## src/rtl/drfh_pkg.sv

```systemverilog
// ----------------------------------------------------------------------------
// drfh_pkg
// Shared types and codes for the request FIFO with duplicate rejection and
// history stack.
// ----------------------------------------------------------------------------
`default_nettype none

package drfh_pkg;

	localparam int ID_W      = 32;
	localparam int PAY_W     = 64;
	localparam int STATUS_W  = 3;
	localparam int QCOUNT_W  = 5;
	localparam int HCOUNT_W  = 7;

	localparam logic ACT_ENQ = 1'b0;
	localparam logic ACT_DEQ = 1'b1;

	localparam logic [STATUS_W-1:0] ST_OK     = 3'd0;
	localparam logic [STATUS_W-1:0] ST_DUP    = 3'd1;
	localparam logic [STATUS_W-1:0] ST_QFULL  = 3'd2;
	localparam logic [STATUS_W-1:0] ST_QEMPTY = 3'd3;
	localparam logic [STATUS_W-1:0] ST_HFULL  = 3'd4;

	typedef struct packed {
		logic             action;
		logic [ID_W-1:0]  id;
		logic [PAY_W-1:0] payload;
	} cmd_t;

	typedef struct packed {
		logic [HCOUNT_W-1:0] history_count;
		logic [QCOUNT_W-1:0] queued_count;
		logic [PAY_W-1:0]    removed_payload;
		logic [ID_W-1:0]     removed_id;
		logic                accepted;
		logic [STATUS_W-1:0] status;
	} res_t;

endpackage

`default_nettype wire

```

## src/rtl/drfh_ram.sv

```systemverilog
// ----------------------------------------------------------------------------
// drfh_ram
// Generic single-write, single-read RAM with a registered read port.
// ----------------------------------------------------------------------------
`default_nettype none

module drfh_ram #(
	parameter int WIDTH = 8,
	parameter int DEPTH = 16,
	parameter int AW    = (DEPTH > 1) ? $clog2(DEPTH) : 1
) (
	input  wire logic             clk,
	input  wire logic             wr_en,
	input  wire logic [AW-1:0]    wr_addr,
	input  wire logic [WIDTH-1:0] wr_data,
	input  wire logic             rd_en,
	input  wire logic [AW-1:0]    rd_addr,
	output logic      [WIDTH-1:0] rd_data
);

	logic [WIDTH-1:0] mem [DEPTH];

	always_ff @(posedge clk) begin
		if (wr_en) begin
			mem[wr_addr] <= wr_data;
		end
		if (rd_en) begin
			rd_data <= mem[rd_addr];
		end
	end

endmodule

`default_nettype wire

```

## src/rtl/drfh_front.sv

```systemverilog
// ----------------------------------------------------------------------------
// drfh_front
// Accepts input words, classifies them into commands and holds them in a
// two-entry command queue ahead of the execution engine.
// ----------------------------------------------------------------------------
`default_nettype none

module drfh_front import drfh_pkg::*; (
	input  wire logic        clk,
	input  wire logic        arst_n,
	input  wire logic        in_valid,
	output logic             in_ready,
	input  wire logic        in_action,
	input  wire logic [95:0] in_data,
	output logic             cmd_valid,
	input  wire logic        cmd_ready,
	output cmd_t             cmd
);

	cmd_t       ent_q [2];
	logic       wr_ptr_q;
	logic       rd_ptr_q;
	logic [1:0] cnt_q;
	logic       push;
	logic       pop;
	cmd_t       in_cmd;

	always_comb begin
		in_cmd.action  = (in_action == ACT_DEQ) ? ACT_DEQ : ACT_ENQ;
		in_cmd.id      = in_data[ID_W-1:0];
		in_cmd.payload = in_data[ID_W+PAY_W-1:ID_W];
	end

	assign in_ready  = (cnt_q != 2'd2);
	assign cmd_valid = (cnt_q != 2'd0);
	assign cmd       = ent_q[rd_ptr_q];
	assign push      = in_valid && in_ready;
	assign pop       = cmd_valid && cmd_ready;

	always_ff @(posedge clk) begin
		if (push) begin
			ent_q[wr_ptr_q] <= in_cmd;
		end
	end

	always_ff @(posedge clk or negedge arst_n) begin
		if (!arst_n) begin
			wr_ptr_q <= 1'b0;
			rd_ptr_q <= 1'b0;
			cnt_q    <= 2'd0;
		end else begin
			if (push) begin
				wr_ptr_q <= ~wr_ptr_q;
			end
			if (pop) begin
				rd_ptr_q <= ~rd_ptr_q;
			end
			if (push && !pop) begin
				cnt_q <= cnt_q + 2'd1;
			end else if (pop && !push) begin
				cnt_q <= cnt_q - 2'd1;
			end
		end
	end

endmodule

`default_nettype wire

```

## src/rtl/drfh_back.sv

```systemverilog
// ----------------------------------------------------------------------------
// drfh_back
// Execution engine: scans the queue memory for duplicate keys, enqueues and
// dequeues entries, pushes dequeued entries onto the history and registers
// one result word per command.
// ----------------------------------------------------------------------------
`default_nettype none

module drfh_back import drfh_pkg::*; #(
	parameter int QUEUE_DEPTH   = 16,
	parameter int HISTORY_DEPTH = 64,
	parameter int KEY_BITS      = 32,
	parameter int PAYLOAD_BITS  = 64
) (
	input  wire logic clk,
	input  wire logic arst_n,
	input  wire logic cmd_valid,
	output logic      cmd_ready,
	input  wire cmd_t cmd,
	output logic      res_valid,
	input  wire logic res_ready,
	output res_t      res
);

	localparam int QAW = $clog2(QUEUE_DEPTH);
	localparam int QCW = $clog2(QUEUE_DEPTH + 1);
	localparam int HAW = (HISTORY_DEPTH > 1) ? $clog2(HISTORY_DEPTH) : 1;
	localparam int HCW = $clog2(HISTORY_DEPTH + 1);
	localparam int EW  = KEY_BITS + PAYLOAD_BITS;

	localparam logic [QAW-1:0] QLAST = QAW'(QUEUE_DEPTH - 1);
	localparam logic [QCW-1:0] QFULL = QCW'(QUEUE_DEPTH);
	localparam logic [HCW-1:0] HFULL = HCW'(HISTORY_DEPTH);

	localparam logic [1:0] S_IDLE = 2'd0;
	localparam logic [1:0] S_SCAN = 2'd1;
	localparam logic [1:0] S_FIN  = 2'd2;

	logic [1:0]              state_q;
	logic                    act_q;
	logic [KEY_BITS-1:0]     key_q;
	logic [PAYLOAD_BITS-1:0] pay_q;
	logic [QAW-1:0]          head_q;
	logic [QAW-1:0]          tail_q;
	logic [QCW-1:0]          fill_q;
	logic [HCW-1:0]          hfill_q;
	logic [QAW-1:0]          ptr_q;
	logic [QCW-1:0]          iss_q;
	logic                    cmp_vld_q;
	logic                    dup_q;
	res_t                    res_q;
	logic                    res_valid_q;

	logic           start;
	logic           out_free;
	logic           fin;
	logic           q_rd_en;
	logic [QAW-1:0] q_rd_addr;
	logic [EW-1:0]  q_rd_data;
	logic           q_wr_en;
	logic           h_wr_en;
	logic           scan_issue;
	logic           key_match;
	logic [QAW-1:0] head_nxt;
	logic [QAW-1:0] tail_nxt;
	logic [QAW-1:0] ptr_nxt;
	logic [STATUS_W-1:0] fin_status;
	logic [QCW-1:0] fill_nxt;
	logic [HCW-1:0] hfill_nxt;
	res_t           res_nxt;

	assign cmd_ready = (state_q == S_IDLE);
	assign start     = cmd_valid && cmd_ready;
	assign out_free  = !res_valid_q || res_ready;
	assign fin       = (state_q == S_FIN) && out_free;

	assign head_nxt = (head_q == QLAST) ? '0 : head_q + QAW'(1);
	assign tail_nxt = (tail_q == QLAST) ? '0 : tail_q + QAW'(1);
	assign ptr_nxt  = (ptr_q == QLAST) ? '0 : ptr_q + QAW'(1);

	assign scan_issue = (state_q == S_SCAN) && (iss_q != fill_q);
	assign q_rd_en    = (start && (fill_q != '0)) || scan_issue;
	assign q_rd_addr  = (state_q == S_IDLE) ? head_q : ptr_q;
	assign key_match  = (q_rd_data[KEY_BITS-1:0] == key_q);

	always_comb begin
		fin_status = ST_OK;
		if (act_q == ACT_ENQ) begin
			if (dup_q) begin
				fin_status = ST_DUP;
			end else if (fill_q == QFULL) begin
				fin_status = ST_QFULL;
			end
		end else begin
			if (fill_q == '0) begin
				fin_status = ST_QEMPTY;
			end else if (hfill_q == HFULL) begin
				fin_status = ST_HFULL;
			end
		end
	end

	always_comb begin
		fill_nxt         = fill_q;
		hfill_nxt        = hfill_q;
		res_nxt          = '0;
		res_nxt.status   = fin_status;
		res_nxt.accepted = (fin_status == ST_OK);
		if ((act_q == ACT_ENQ) && (fin_status == ST_OK)) begin
			fill_nxt = fill_q + QCW'(1);
		end
		if ((act_q == ACT_DEQ) && (fin_status != ST_QEMPTY)) begin
			fill_nxt                = fill_q - QCW'(1);
			res_nxt.removed_id      = ID_W'(q_rd_data[KEY_BITS-1:0]);
			res_nxt.removed_payload = PAY_W'(q_rd_data[EW-1:KEY_BITS]);
		end
		if ((act_q == ACT_DEQ) && (fin_status == ST_OK)) begin
			hfill_nxt = hfill_q + HCW'(1);
		end
		res_nxt.queued_count  = QCOUNT_W'(fill_nxt);
		res_nxt.history_count = HCOUNT_W'(hfill_nxt);
	end

	assign q_wr_en = fin && (act_q == ACT_ENQ) && (fin_status == ST_OK);
	assign h_wr_en = fin && (act_q == ACT_DEQ) && (fin_status == ST_OK);

	drfh_ram #(
		.WIDTH (EW),
		.DEPTH (QUEUE_DEPTH)
	) u_queue_ram (
		.clk     (clk),
		.wr_en   (q_wr_en),
		.wr_addr (tail_q),
		.wr_data ({pay_q, key_q}),
		.rd_en   (q_rd_en),
		.rd_addr (q_rd_addr),
		.rd_data (q_rd_data)
	);

	drfh_ram #(
		.WIDTH (EW),
		.DEPTH (HISTORY_DEPTH)
	) u_history_ram (
		.clk     (clk),
		.wr_en   (h_wr_en),
		.wr_addr (hfill_q[HAW-1:0]),
		.wr_data (q_rd_data),
		.rd_en   (1'b0),
		.rd_addr ('0),
		.rd_data ()
	);

	always_ff @(posedge clk) begin
		if (start) begin
			act_q <= cmd.action;
			key_q <= KEY_BITS'(cmd.id);
			pay_q <= PAYLOAD_BITS'(cmd.payload);
		end
	end

	always_ff @(posedge clk or negedge arst_n) begin
		if (!arst_n) begin
			state_q     <= S_IDLE;
			head_q      <= '0;
			tail_q      <= '0;
			fill_q      <= '0;
			hfill_q     <= '0;
			ptr_q       <= '0;
			iss_q       <= '0;
			cmp_vld_q   <= 1'b0;
			dup_q       <= 1'b0;
			res_valid_q <= 1'b0;
			res_q       <= '0;
		end else begin
			if (fin) begin
				res_valid_q <= 1'b1;
			end else if (res_ready) begin
				res_valid_q <= 1'b0;
			end
			case (state_q)
				S_IDLE: begin
					if (start) begin
						dup_q     <= 1'b0;
						ptr_q     <= head_nxt;
						iss_q     <= QCW'(1);
						cmp_vld_q <= (fill_q != '0);
						if ((cmd.action == ACT_ENQ) && (fill_q != '0)) begin
							state_q <= S_SCAN;
						end else begin
							state_q <= S_FIN;
						end
					end
				end
				S_SCAN: begin
					if (cmp_vld_q && key_match) begin
						dup_q <= 1'b1;
					end
					if (scan_issue) begin
						ptr_q <= ptr_nxt;
						iss_q <= iss_q + QCW'(1);
					end
					cmp_vld_q <= scan_issue;
					if (!scan_issue && cmp_vld_q) begin
						state_q <= S_FIN;
					end
				end
				S_FIN: begin
					if (out_free) begin
						res_q   <= res_nxt;
						fill_q  <= fill_nxt;
						hfill_q <= hfill_nxt;
						if (fin_status == ST_OK && act_q == ACT_ENQ) begin
							tail_q <= tail_nxt;
						end
						if (act_q == ACT_DEQ && fin_status != ST_QEMPTY) begin
							head_q <= head_nxt;
						end
						state_q <= S_IDLE;
					end
				end
				default: begin
					state_q <= S_IDLE;
				end
			endcase
		end
	end

	assign res_valid = res_valid_q;
	assign res       = res_q;

endmodule

`default_nettype wire

```

## src/rtl/dedup_request_fifo_with_history.sv

```systemverilog
// ----------------------------------------------------------------------------
// dedup_request_fifo_with_history
// Request FIFO that refuses duplicate keys and keeps a history stack of
// dequeued entries.
// ----------------------------------------------------------------------------
//
// Channel  Dir  tdata (low bit first)                      tuser
// s_axis   in   request_id[31:0], request_payload[63:0]    action
// m_axis   out  status, accepted, removed_id, removed_payload,
//               queued_count, history_count                 -
//
// An enqueue into a non-empty queue first scans every queued key for a duplicate:
// the duplicate scan reads one queued key per cycle from the queue RAM's read port.
// A dequeue or an enqueue into an empty queue goes straight to the finish state.
// A two-entry command queue sits in front of the engine, and the result word
// is registered, so input words are taken while a result waits.
// Reset clears all pointers and counts; no clearing pass is needed.
// ----------------------------------------------------------------------------
`default_nettype none

module dedup_request_fifo_with_history import drfh_pkg::*; #(
	parameter int QUEUE_DEPTH   = 16,
	parameter int HISTORY_DEPTH = 64,
	parameter int KEY_BITS      = 32,
	parameter int PAYLOAD_BITS  = 64
) (
	input  wire logic         clk,
	input  wire logic         arst_n,
	input  wire logic         s_axis_tvalid,
	output logic              s_axis_tready,
	// request_id[31:0], request_payload[95:32]
	input  wire logic [95:0]  s_axis_tdata,
	// action
	input  wire logic         s_axis_tuser,
	output logic              m_axis_tvalid,
	input  wire logic         m_axis_tready,
	// status[2:0], accepted[3], removed_id[35:4], removed_payload[99:36],
	// queued_count[104:100], history_count[111:105]
	output logic      [111:0] m_axis_tdata
);

	logic cmd_valid;
	logic cmd_ready;
	cmd_t cmd;
	res_t res;

	drfh_front u_front (
		.clk       (clk),
		.arst_n    (arst_n),
		.in_valid  (s_axis_tvalid),
		.in_ready  (s_axis_tready),
		.in_action (s_axis_tuser),
		.in_data   (s_axis_tdata),
		.cmd_valid (cmd_valid),
		.cmd_ready (cmd_ready),
		.cmd       (cmd)
	);

	drfh_back #(
		.QUEUE_DEPTH   (QUEUE_DEPTH),
		.HISTORY_DEPTH (HISTORY_DEPTH),
		.KEY_BITS      (KEY_BITS),
		.PAYLOAD_BITS  (PAYLOAD_BITS)
	) u_back (
		.clk       (clk),
		.arst_n    (arst_n),
		.cmd_valid (cmd_valid),
		.cmd_ready (cmd_ready),
		.cmd       (cmd),
		.res_valid (m_axis_tvalid),
		.res_ready (m_axis_tready),
		.res       (res)
	);

	assign m_axis_tdata = res;

endmodule

`default_nettype wire

```

## config.mk

```make
export PLATFORM = sky130hd
export DESIGN_NAME = dedup_request_fifo_with_history
export DESIGN_NICKNAME = d
export VERILOG_FILES = /design/src/rtl/drfh_pkg.sv /design/src/rtl/drfh_ram.sv /design/src/rtl/drfh_front.sv /design/src/rtl/drfh_back.sv /design/src/rtl/dedup_request_fifo_with_history.sv
export SDC_FILE = /design/constraint.sdc
export NUM_CORES = 2
export LEC_CHECK = 0
export ABC_AREA = 0
export BUFFER_PORTS_ARGS = -buffer_cell sky130_fd_sc_hd__buf_2
export CORE_ASPECT_RATIO = 0.9
export CORE_MARGIN = 2
export CORE_UTILIZATION = 60
export DETAILED_ROUTE_END_ITERATION = 8
export HOLD_SLACK_MARGIN = 0.1
export PLACE_DENSITY = 0.77
export SLEW_MARGIN = 25
export SYNTH_ARGS = -nofsm -noshare
export SYNTH_HDL_FRONTEND = slang
export SYNTH_SLANG_ARGS = --single-unit
```

## constraint.sdc

```tcl
create_clock -name clk -period 37 [get_ports clk]
set_clock_uncertainty 0.2 [all_clocks]
set_input_delay 1.85 -clock clk [delete_from_list [all_inputs] [get_ports clk]]
set_output_delay 1.85 -clock clk [all_outputs]
set_load 0.02 [all_outputs]
```

==> impl_metrics.csv <==
group,metric,value,unit
status,status,"finished clean",
timing,fin_crit,5.46,ns
floorplanning,core_area,0.131,mm^2
timing,finalHoldViolations,0,
synth,yosysSeqAreaShare,76.8,%
synth,async_reset_ff_share,6.70,%
final_layout,fillers,8521,
pwr,ir_drop,124,uV
routing,drt_first_pass_iters,6,
floorplanning,start_util,60.6,%
timing,tns,0,ns
synth,synth-edff-count,1923,
routing,avgRoutedWirePerCell,27.9,um
timing,fin_crit_sh,14.8,%
floorplanning,dieArea,0.136,mm^2
routing,highest_layer,"met5",
final_layout,fin_nets,5044,
place,port_buffers,214,
clocking,cts_resized,0,
routing,wl_met3,20700,um
synth,synthCells,4814,
clocking,clock_sinks,2061,
routing,drt_iter0_markers,6591,
synth,ys_ff_latch,2061,
critical_path,cp_data_arrival_time,5.80,ns
grt,grt_pass1_wl,283000,um
critical_path,path_common_cell,"buf_4",
synth,synth_flop_cell,"edfxtp_1",
clocking,ctsHoldBuffers,0,
clocking,clock_path_buffers,3,
floorplanning,fp.dieH,350,um
critical_path,cp-start-kind,"register",
clocking,clockRootBuffer,"clkbuf_16",
pwr,cellLeakagePower,29.9,nW
grt,grt_pass1_vias,44400,
clocking,cts_buffers,192,
routing,m1WireLength,77600,um
routing,via_per_inst,6.70,
clocking,clk_pin_slew_worst_paths,0.06,ns
routing,routed_wl,190000,um
routing,route.vias.total,45700,
pwr,finalPower,7.90,mW
place,dp.final_hpwl,98200,um
clocking,cts_tree,"built",
synth,yosys_warnings,0,
timing,relSlewSlack,1.39,%
synth,syn-num-nets,4929,
critical_path,crit_family,"buffers and inverters",
critical_path,cp.required,37.34,ns
critical_path,cp.buffers_inverters,3,
critical_path,worstSetupPathType,"register to register",
run,maxCapViolCount,0,
timing,rsz0062_at_grt,"false",
final_layout,drive_above_1_share,13.5,%
timing,finalSetupViolations,0,
grt,antenna_found_initial,2,
critical_path,critPathSlowestCell,"buf_4",
critical_path,end_kind,"register",
final_layout,mostFrequentLayoutCell,"edfxtp_1",
floorplanning,row_count,126,
synth,syn-cell-area,0.0797,mm^2
final_layout,area_growth,10.3,%
final_layout,mostFrequentLayoutCells,"1923 x edfxtp_1, 397 x nand3_1, 392 x o21ai_0",
grt,grt_max_degree,212,
routing,ant_nets,0,
clocking,clk_latency,0.83,ns
timing,fmax,183,MHz
critical_path,cp_max_fo,142,
floorplanning,die_w,388,um
grt,grt_usage,27.7,%
pwr,p_per_area,89.8,mW/mm^2
timing,worstMarginPinSlew,1.48,ns
grt,grt_overflow,0,
routing,drc_errors,0,
critical_path,path_cells,"o21a_4, nor2_4, buf_12, buf_4, buf_4, mux2i_1, o221ai_1, o2bb2ai_1",
synth,synthDistinctLibCells,56,
routing,dr_wl_met2,87100,um
floorplanning,ios,215,
critical_path,max_stage_delay,0.89,ns
clocking,post_cts_buffers,0,
clocking,htree_levels,4,
place,gp_congestion,0.798,
final_layout,final_util,66.9,%
timing,drv_slew,0,
min_path,worstHoldPathType,"register to register",
synth,postSynthAreaPerCell,16.6,um^2
[worst reg2reg max path: cells and delay by family, from the launching register on]
kind,cells,cell delay (ns)
compound gates,3,0.86
buf+inv,3,2.72
flops,1,0.66
mux,1,0.36
simple gates,1,0.37
[cells by family after synthesis]
family	after synthesis	share of synthesized area, %
simple gates	790	5.21
compound gates	1021	8.35
fa+ha+maj	14	0.229
flops	2061	76.8
mux	488	6.29
xor+xnor	57	0.626
buf+inv	383	2.50
[synth_stat cells, types with 2 or more instances]
cell type,count,area [um^2]
clkbuf_1,159,597
buf_4,6,45.0
buf_1,4,15.0
nand4_1,102,638
nor4_1,7,43.8
mux2_2,101,1140
and3_1,9,56.3
nor2b_1,4,25.0
a21oi_1,203,1020
o211ai_1,3,22.5
nor2_4,2,22.5
o221ai_1,192,1680
nand2_1,28,105
and2_1,9,56.3
xor2_1,28,245
o21ai_0,394,1970
or3_1,2,12.5
a31oi_1,3,18.8
dfrtp_1,138,3450
nor3_1,196,981
or4b_1,2,20.0
o2bb2ai_1,96,841
nor3b_1,3,22.5
buf_6,45,507
edfxtp_1,1923,57700
or4_1,2,15.0
a22o_1,98,858
a21o_1,3,22.5
nand2b_1,6,37.5
o31ai_1,3,22.5
o21ai_1,13,65.1
nor2_1,13,48.8
inv_1,13,48.8
o21ai_2,4,35.0
mux2i_1,386,3860
xnor2_1,29,254
buf_2,155,776
nor4b_1,4,35.0
ha_1,13,163
nand3_1,397,1990
[area by class of cell]
class	count	area, um^2	area share [%]
diodes	1	2.50	0.00285
clock buffers	268	5170	5.88
clock inverters	90	811	0.922
inverters	13	51.3	0.0583
multi-input cells	2370	16700	19.0
flip-flops and latches	2061	61200	69.6
well taps	1728	2160	2.46
repair buffers	291	1810	2.06
[power by group]
part	switching, mW	internal [mW]
Combinational	1.61	0.782
Sequential	0.419	3.20
Clock	0.835	1.05
[routing by layer]
metal / up-vias / global-route usage (%)
met3: 356 / 5.50
met2: 2849 / 42.3
met1: 23000 / 41.2
met5: - / 0
met4: 2 / 8.09
li1: 19500 / -
[stage by stage]
| step | cell area (um^2) | hold slack (ns) | instances | setup WS [ns] |
|---|---|---|---|---|
| after floorplan | 79700 | 0.243 | 4814 | 23.94 |
| after global placement | 81800 | 0.246 | 6459 | 31.20 |
| after detailed placement | 81900 | 0.252 | 6460 | 31.10 |
| after CTS | 87800 | 0.260 | 6818 | 31.61 |
| after global routing | 87900 | 0.283 | 6821 | 31.40 |
| final | 87900 | 0.265 | 6822 | 31.54 |
[registers in the layout, summed over array words and instances (netlist names), 5 cells and up]
register,cells
u_back.u_queue_ram.mem,1536
u_front.ent_q,194
u_back.res,112
u_back.u_queue_ram.rd_data,96
u_back.pay_q,64
u_back.key_q,32
u_back.iss_q,5
[path summary, 6_finish.rpt]
check	depth (start not counted)	start	slack, ns	to
worst max-delay path	8	u_back.state_q[1]	31.54	u_back.u_queue_ram.rd_data[84]
worst min-delay path	1	u_back.u_queue_ram.rd_data[67]	0.26	u_back.res[71]
worst max register to register	8	u_back.state_q[1]	31.54	u_back.u_queue_ram.rd_data[84]
worst min register to register	1	u_back.u_queue_ram.rd_data[67]	0.26	u_back.res[71]
max in group asynchronous	2	arst_n	34.57	u_back.res[98]
min in group asynchronous	1	arst_n	0.73	u_back.res[102]
Power figures use the tool's default switching activity.
